<file path="config.mk">
export PLATFORM = sky130hd
export DESIGN_NAME = lsb_stego_embedder
export DESIGN_NICKNAME = d
export VERILOG_FILES = /design/src/sv/lse_pkg.sv /design/src/sv/lsb_stego_embedder.sv /design/src/sv/lse_core.sv /design/src/sv/lse_skid.sv
export SDC_FILE = /design/constraint.sdc
export NUM_CORES = 1
export LEC_CHECK = 0
export BUFFER_PORTS_ARGS = -buffer_cell sky130_fd_sc_hd__buf_4
export CAP_MARGIN = 20
export CORE_ASPECT_RATIO = 0.9
export CORE_UTILIZATION = 30
export CTS_CLUSTER_DIAMETER = 30
export DETAILED_ROUTE_END_ITERATION = 10
export PLACE_DENSITY = 0.55
export SYNTH_ARGS = -nofsm -noshare
export SYNTH_HDL_FRONTEND = slang
export SYNTH_HIERARCHICAL = 1
export SYNTH_SLANG_ARGS = --single-unit
</file>
<file path="constraint.sdc">
create_clock -name clk -period 65 [get_ports clk]
set_clock_uncertainty 0.05 [all_clocks]
set_input_delay 19.5 -clock clk [delete_from_list [all_inputs] [get_ports clk]]
set_output_delay 19.5 -clock clk [all_outputs]
set_load 0.01 [all_outputs]
</file>
<file path="src/sv/lse_pkg.sv">
package lse_pkg;

    // Section codes, also the internal phase of the sequencer
    localparam logic [2:0] SEC_HEADER  = 3'd0;
    localparam logic [2:0] SEC_MAGIC   = 3'd1;
    localparam logic [2:0] SEC_EXTLEN  = 3'd2;
    localparam logic [2:0] SEC_EXT     = 3'd3;
    localparam logic [2:0] SEC_SIZE    = 3'd4;
    localparam logic [2:0] SEC_PAYLOAD = 3'd5;
    localparam logic [2:0] SEC_PASS    = 3'd6;

    // Configuration register indexes (word address paddr[3:2])
    localparam logic [1:0] REG_MAGIC_LENGTH = 2'd0;
    localparam logic [1:0] REG_EXT_LENGTH   = 2'd1;
    localparam logic [1:0] REG_PAYLOAD_SIZE = 2'd2;

    // Reset values of the configuration registers
    localparam logic [3:0]  MAGIC_LENGTH_RST = 4'd2;
    localparam logic [3:0]  EXT_LENGTH_RST   = 4'd4;
    localparam logic [31:0] PAYLOAD_SIZE_RST = 32'd0;

    // Bits per hidden byte; last bit index of a 32-bit length field
    localparam logic [4:0] NARROW_BITS = 5'd8;
    localparam logic [4:0] WIDE_BITS   = 5'd31;

    // One result beat
    typedef struct packed {
        logic [7:0] stego_byte;
        logic       secret_taken;
        logic [2:0] section;
    } lse_beat_t;

endpackage

</file>
<file path="src/sv/lsb_stego_embedder.sv">
// LSB image steganography embedder. One carrier byte enters per beat and one
// stego byte leaves per beat, one beat per clock when neither side stalls; the
// result of each accepted beat is registered in a two-entry output buffer, so input
// is stalled only once both buffer entries hold unread beats. The first
// HEADER_BYTES bytes pass unchanged, then the magic bytes, the 32-bit extension
// length, the extension bytes, the 32-bit payload size and the payload bytes are
// written LSB first into carrier LSBs (eight carrier bytes per data byte), then
// everything passes through until reset. secret_byte is sampled on the first
// beat of each group of eight; secret_taken flags that beat. Empty sections are
// skipped without spending carrier bytes. Registers (APB, byte address):
// 0x0 magic_length, 0x4 ext_length, 0x8 payload_size; write only while idle.
module lsb_stego_embedder #(
    parameter int HEADER_BYTES = 54
) (
    input  logic        clk,
    input  logic        rst_n,
    input  logic        psel,
    input  logic        penable,
    input  logic        pwrite,
    input  logic [3:0]  paddr,
    input  logic [31:0] pwdata,
    output logic [31:0] prdata,
    output logic        pready,
    input  logic        carrier_valid,
    output logic        carrier_stall,
    input  logic [7:0]  carrier_byte,
    input  logic [7:0]  secret_byte,
    output logic        stego_valid,
    input  logic        stego_stall,
    output logic [7:0]  stego_byte,
    output logic        secret_taken,
    output logic [2:0]  section
);
    import lse_pkg::*;

    logic [3:0]  magic_length_reg;
    logic [3:0]  ext_length_reg;
    logic [31:0] payload_size_reg;
    logic        cfg_write;
    logic        accept;
    logic        buf_full;
    lse_beat_t   core_beat;
    lse_beat_t   out_beat;

    // Configuration registers
    assign pready    = 1'b1;
    assign cfg_write = psel && penable && pwrite && pready;

    always_ff @(posedge clk or negedge rst_n)
    begin
        if (!rst_n)
        begin
            magic_length_reg <= MAGIC_LENGTH_RST;
            ext_length_reg   <= EXT_LENGTH_RST;
            payload_size_reg <= PAYLOAD_SIZE_RST;
        end
        else if (cfg_write)
        begin
            unique case (paddr[3:2])
                REG_MAGIC_LENGTH: magic_length_reg <= pwdata[3:0];
                REG_EXT_LENGTH:   ext_length_reg   <= pwdata[3:0];
                REG_PAYLOAD_SIZE: payload_size_reg <= pwdata;
                default:          ;
            endcase
        end
    end

    // Register readback
    always_comb
    begin
        unique case (paddr[3:2])
            REG_MAGIC_LENGTH: prdata = {28'd0, magic_length_reg};
            REG_EXT_LENGTH:   prdata = {28'd0, ext_length_reg};
            REG_PAYLOAD_SIZE: prdata = payload_size_reg;
            default:          prdata = 32'd0;
        endcase
    end

    // Input handshake
    assign carrier_stall = buf_full;
    assign accept        = carrier_valid && !buf_full;

    lse_core #(
        .HEADER_BYTES (HEADER_BYTES)
    ) u_core (
        .clk          (clk),
        .rst_n        (rst_n),
        .accept       (accept),
        .carrier_byte (carrier_byte),
        .secret_byte  (secret_byte),
        .magic_length (magic_length_reg),
        .ext_length   (ext_length_reg),
        .payload_size (payload_size_reg),
        .beat         (core_beat)
    );

    lse_skid u_skid (
        .clk       (clk),
        .rst_n     (rst_n),
        .push      (accept),
        .push_beat (core_beat),
        .full      (buf_full),
        .out_valid (stego_valid),
        .out_stall (stego_stall),
        .out_beat  (out_beat)
    );

    assign stego_byte   = out_beat.stego_byte;
    assign secret_taken = out_beat.secret_taken;
    assign section      = out_beat.section;

endmodule

</file>
<file path="src/sv/lse_core.sv">
module lse_core #(
    parameter int HEADER_BYTES = 54
) (
    input  logic              clk,
    input  logic              rst_n,
    input  logic              accept,
    input  logic [7:0]        carrier_byte,
    input  logic [7:0]        secret_byte,
    input  logic [3:0]        magic_length,
    input  logic [3:0]        ext_length,
    input  logic [31:0]       payload_size,
    output lse_pkg::lse_beat_t beat
);
    import lse_pkg::*;

    localparam logic [31:0] HeaderCount = 32'(HEADER_BYTES);

    logic [2:0]  phase_reg, phase_next;
    logic [31:0] count_reg, count_next;
    logic [4:0]  bit_reg, bit_next;
    logic [7:0]  held_reg, held_next;

    logic [2:0]  ph;
    logic [31:0] cnt;
    logic [4:0]  bi;
    logic        wide;
    logic        hiding;
    logic        taken;
    logic        data_bit;
    logic [4:0]  bi_inc;

    // Section end test against the current register values
    function automatic logic sec_done(input logic [2:0] p, input logic [31:0] c,
                                      input logic [3:0] ml, input logic [3:0] el,
                                      input logic [31:0] ps);
        logic d;
        begin
            d = 1'b0;
            case (p)
                SEC_HEADER:  d = (c >= HeaderCount);
                SEC_MAGIC:   d = (c >= {28'd0, ml});
                SEC_EXTLEN:  d = (c != 32'd0);
                SEC_EXT:     d = (c >= {28'd0, el});
                SEC_SIZE:    d = (c != 32'd0);
                SEC_PAYLOAD: d = (c >= ps);
                default:     d = 1'b0;
            endcase
            return d;
        end
    endfunction

    // Settle: skip finished and empty sections before using the beat
    always_comb
    begin
        ph  = phase_reg;
        cnt = count_reg;
        bi  = bit_reg;
        for (int i = 0; i < 7; i++)
        begin
            if (ph < SEC_PASS && sec_done(ph, cnt, magic_length, ext_length, payload_size))
            begin
                ph  = ph + 3'd1;
                cnt = 32'd0;
                bi  = 5'd0;
            end
        end
    end

    // Bit selection and counter update
    always_comb
    begin
        wide   = (ph == SEC_EXTLEN) || (ph == SEC_SIZE);
        hiding = (ph != SEC_HEADER) && (ph != SEC_PASS);
        taken  = hiding && !wide && (bi == 5'd0);
        held_next = taken ? secret_byte : held_reg;

        case (ph)
            SEC_EXTLEN: data_bit = (bi < 5'd4) ? ext_length[bi[1:0]] : 1'b0;
            SEC_SIZE:   data_bit = payload_size[bi];
            default:    data_bit = held_next[bi[2:0]];
        endcase

        bi_inc     = bi + 5'd1;
        phase_next = ph;
        count_next = cnt;
        bit_next   = bi;
        if (ph == SEC_HEADER)
        begin
            count_next = cnt + 32'd1;
        end
        else if (hiding)
        begin
            if ((wide && bi == WIDE_BITS) || (!wide && bi_inc >= NARROW_BITS))
            begin
                bit_next   = 5'd0;
                count_next = cnt + 32'd1;
            end
            else
            begin
                bit_next = bi_inc;
            end
        end

        beat.stego_byte   = hiding ? {carrier_byte[7:1], data_bit} : carrier_byte;
        beat.secret_taken = taken;
        beat.section      = ph;
    end

    // Sequencer state
    always_ff @(posedge clk or negedge rst_n)
    begin
        if (!rst_n)
        begin
            phase_reg <= SEC_HEADER;
            count_reg <= 32'd0;
            bit_reg   <= 5'd0;
            held_reg  <= 8'd0;
        end
        else if (accept)
        begin
            phase_reg <= phase_next;
            count_reg <= count_next;
            bit_reg   <= bit_next;
            held_reg  <= held_next;
        end
    end

endmodule

</file>
<file path="src/sv/lse_skid.sv">
module lse_skid (
    input  logic               clk,
    input  logic               rst_n,
    input  logic               push,
    input  lse_pkg::lse_beat_t push_beat,
    output logic               full,
    output logic               out_valid,
    input  logic               out_stall,
    output lse_pkg::lse_beat_t out_beat
);
    import lse_pkg::*;

    logic      main_valid_reg, main_valid_next;
    logic      skid_valid_reg, skid_valid_next;
    lse_beat_t main_reg, main_next;
    lse_beat_t skid_reg, skid_next;
    logic      pop;

    // Two-entry output buffer; push only when the skid slot is free
    always_comb
    begin
        pop             = main_valid_reg && !out_stall;
        main_valid_next = main_valid_reg;
        skid_valid_next = skid_valid_reg;
        main_next       = main_reg;
        skid_next       = skid_reg;
        if (pop)
        begin
            main_valid_next = skid_valid_reg;
            main_next       = skid_reg;
            skid_valid_next = 1'b0;
        end
        if (push)
        begin
            if (!main_valid_next)
            begin
                main_valid_next = 1'b1;
                main_next       = push_beat;
            end
            else
            begin
                skid_valid_next = 1'b1;
                skid_next       = push_beat;
            end
        end
    end

    always_ff @(posedge clk or negedge rst_n)
    begin
        if (!rst_n)
        begin
            main_valid_reg <= 1'b0;
            skid_valid_reg <= 1'b0;
        end
        else
        begin
            main_valid_reg <= main_valid_next;
            skid_valid_reg <= skid_valid_next;
        end
    end

    always_ff @(posedge clk)
    begin
        main_reg <= main_next;
        skid_reg <= skid_next;
    end

    assign full      = skid_valid_reg;
    assign out_valid = main_valid_reg;
    assign out_beat  = main_reg;

endmodule
</file>
==> impl_metrics.py <==
metrics = {
    "logic_synthesis": {
        "seq_area_frac_synth_pct": 17.7,
        "synth_top_area_share_pct": 23.4,
        "synth_edf_count": 12,
        "syn_inst": 1968,
        "async_flop_share_pct": 78.9,
        "synth_seq_cells": 114,
        "synth_area_sq_um": 16100,
        "synth_area_leader_cell": "ha_1",
        "ys.flop_type": "dfrtp_1",
        "synth_nets": 2328,
        "yosysWarnings": 6,
        "yosys-top-cells-area": "ha_1 23%, dfrtp_1 14%, and2_1 4.0%",
        "syn_avg_cell_area_sq_um": 8.18,
        "synth_cell_types": 113,
    },
    "placed_design": {
        "port_buffers": 102,
        "place_congestion": 0.933,
        "hpwl_microns": 45200,
    },
    "critical_path": {
        "crit_top_cell": "buf_4",
        "arrival_ns": 20.42,
        "crit_slowest_cell": "buf_8",
        "cp-end-kind": "primary output",
        "critical_path_required_ns": 45.45,
        "cp_cell_sequence": "buf_4 -> nor2b_2 -> buf_8 -> nand2_1 -> o21ai_0 -> buf_4",
        "crit_fanout": 29,
        "startpoint_type": "primary input",
        "crit_type": "primary input to primary output",
        "crit_path_max_incr_delay_ns": 0.22,
    },
    "global_route": {
        "first_global_vias": 15100,
        "antenna_found_initial": 0,
        "grt_overflow_total": 0,
        "track_usage_pct": 20.9,
        "grt_pass1_wl_microns": 89100,
        "grt_max_degree": 69,
    },
    "timing": {
        "setup_viol": 0,
        "max_freq_mhz": 25.0,
        "min_period_ns": 39.97,
        "max_slew.worst_pin.slew_ns": 1.06,
        "min_period_over_period_pct": 61.5,
        "rsz0062_at_grt": "false",
        "setup_tns_ns": 0,
        "hold_viol": 0,
        "slew_headroom_pct": 29.3,
        "drv_slew": 0,
    },
    "clock_network": {
        "clockBufferDepth": 2,
        "path_clk_slew_ns": 0.05,
        "htree_num_levels": 4,
        "worstSkewPairLatency_ns": 0.43,
        "clock_sinks": 114,
        "hold_buffers": 0,
        "cts_made_buffers": 17,
        "tritoncts": "yes",
        "cts_root_buffer": "clkbuf_16",
        "cts_resized": 0,
        "cts_setup_buffers": 0,
    },
    "layout": {
        "fin_nets": 2385,
        "nFillCells": 5600,
        "drive_above_1_share_pct": 13.3,
        "syn_to_final_growth_pct": 12.7,
        "diodes": 0,
    },
    "floorplan": {
        "dieHeight_microns": 222,
        "die_area_sq_um": 54600,
        "pin_count": 106,
        "initial_utilization_pct": 30.4,
        "die_w_microns": 246,
        "core.rowCount": 80,
        "core_area_sq_um": 53100,
    },
    "status": {
        "outcome": "finished clean",
    },
    "route": {
        "drtIter0Drc": 1447,
        "drt_pass1_iterations": 8,
        "via_count": 15800,
        "routed_wl_microns": 57700,
        "drc": 0,
        "ant_nets": 0,
        "wl_per_cell_microns": 21.1,
        "vias_per_cell": 5.78,
    },
    "flow_run": {
        "max_cap_viol_count": 0,
    },
    "hold_path": {
        "holdCritPathClass": "flop to flop",
    },
}
## per-layer routing
metal / part of all wire [%] / track usage [%]
met1: 48 / 30.8
met2: 43 / 31.6
met3: 7.2 / 3.15
met4: 1.9 / 5.01
met5: 0 / 0
## synthesized netlist by cell type (10+ instances only)
master       n
and2_1     104
o211ai_1    15
clkbuf_1    61
o221ai_1    10
o21ai_0     89
edfxtp_1    12
nand2_1    159
nor4_1      19
dfrtp_1     88
nand4_1     48
o21ai_1     13
buf_4       11
and4_1      11
a21o_1      49
dfxtp_1     12
a21oi_1    117
nor3_1      50
nor2_1     126
xnor2_1     14
or3_1       10
mux2i_1     29
nor2b_1     25
ha_1       301
a31oi_1     17
nand3_1     68
and3_1      55
a2111oi_0   10
nand2b_1    38
mux2_2      53
a211oi_1    21
inv_1      113
## area by class of cell
type                       count  area [sq um]  share of cell area [%]
clock buffer                  18           439                    2.42
inverter                     114           428                    2.36
clock inverter                14           210                    1.16
timing repair buffer         129           973                    5.36
tap                          697           872                    4.81
multi-input combinational   1649         12400                    68.2
sequential                   114          2860                    15.7
## metrics by stage
step / hold WS [ns] / instances / instance area [sq um] / util (%) / setup slack [ns]
global placement: 0.434 / 2701 / 17500 / 32.9 / 24.57
detailed placement: 0.443 / 2701 / 17500 / 32.9 / 24.51
CTS: 0.457 / 2733 / 18100 / 34.2 / 24.51
finish: 0.456 / 2735 / 18100 / 34.2 / 25.03
global route: 0.473 / 2735 / 18100 / 34.2 / 24.96
floorplan: 0.422 / 1968 / 16100 / - / 25.18
## logic make-up (layout without fill, tap and decap cells)
logic type                 count (synthesis)  count (layout)  synth area share (%)
AOI/OAI and AO/OA                        466             466                  19.6
DFF                                      114             114                  17.7
muxes                                     92              92                  6.70
and+or+nand+nor                          768             768                  25.8
other                                      1               1                0.0233
buffers and inverters                    205             275                  5.52
xor gates and xnor gates                  16              16                 0.917
adders and majority gates                306             306                  23.7
## critical path: cells and delay by family
family | cells | cell delay [ns]
AO/OA/AOI/OAI | 1 | 0.09
buffers and inverters | 3 | 0.54
AND/OR/NAND/NOR | 2 | 0.28
## worst paths after layout
kind,from,end,slack (ns),cells after the start
setup / recovery,paddr[2],prdata[1],25.03,6
hold / removal,u_core/held_reg[5],u_core/held_reg[5],0.46,1
setup reg to reg,u_core/count_reg[18],u_core/count_reg[14],36.88,110
hold reg to reg,u_core/held_reg[5],u_core/held_reg[5],0.46,1
max in group asynchronous,rst_n,u_core/count_reg[23],44.72,2
min in group asynchronous,rst_n,payload_size_reg[0],18.92,1
## placed cells by master, fill, tap and decap left out, drive strengths merged, types with 19 or more instances in the layout
master | netlist | final
nand2b | 38 | 38
a211oi | 21 | 21
a21oi | 118 | 118
mux2i | 29 | 29
nor3 | 52 | 52
nand4 | 48 | 48
a21o | 49 | 49
nor4 | 25 | 25
nor2 | 126 | 126
buf | 29 | 129
nand3 | 69 | 69
dfrtp | 88 | 88
o21ai | 104 | 104
and2 | 105 | 105
nor2b | 25 | 25
a31oi | 19 | 19
ha | 301 | 301
mux2 | 56 | 56
and3 | 55 | 55
inv | 114 | 115
nand2 | 162 | 162
Power is not shown: default switching activity piles up to over one toggle a cycle in this logic, so the estimate is an artifact.
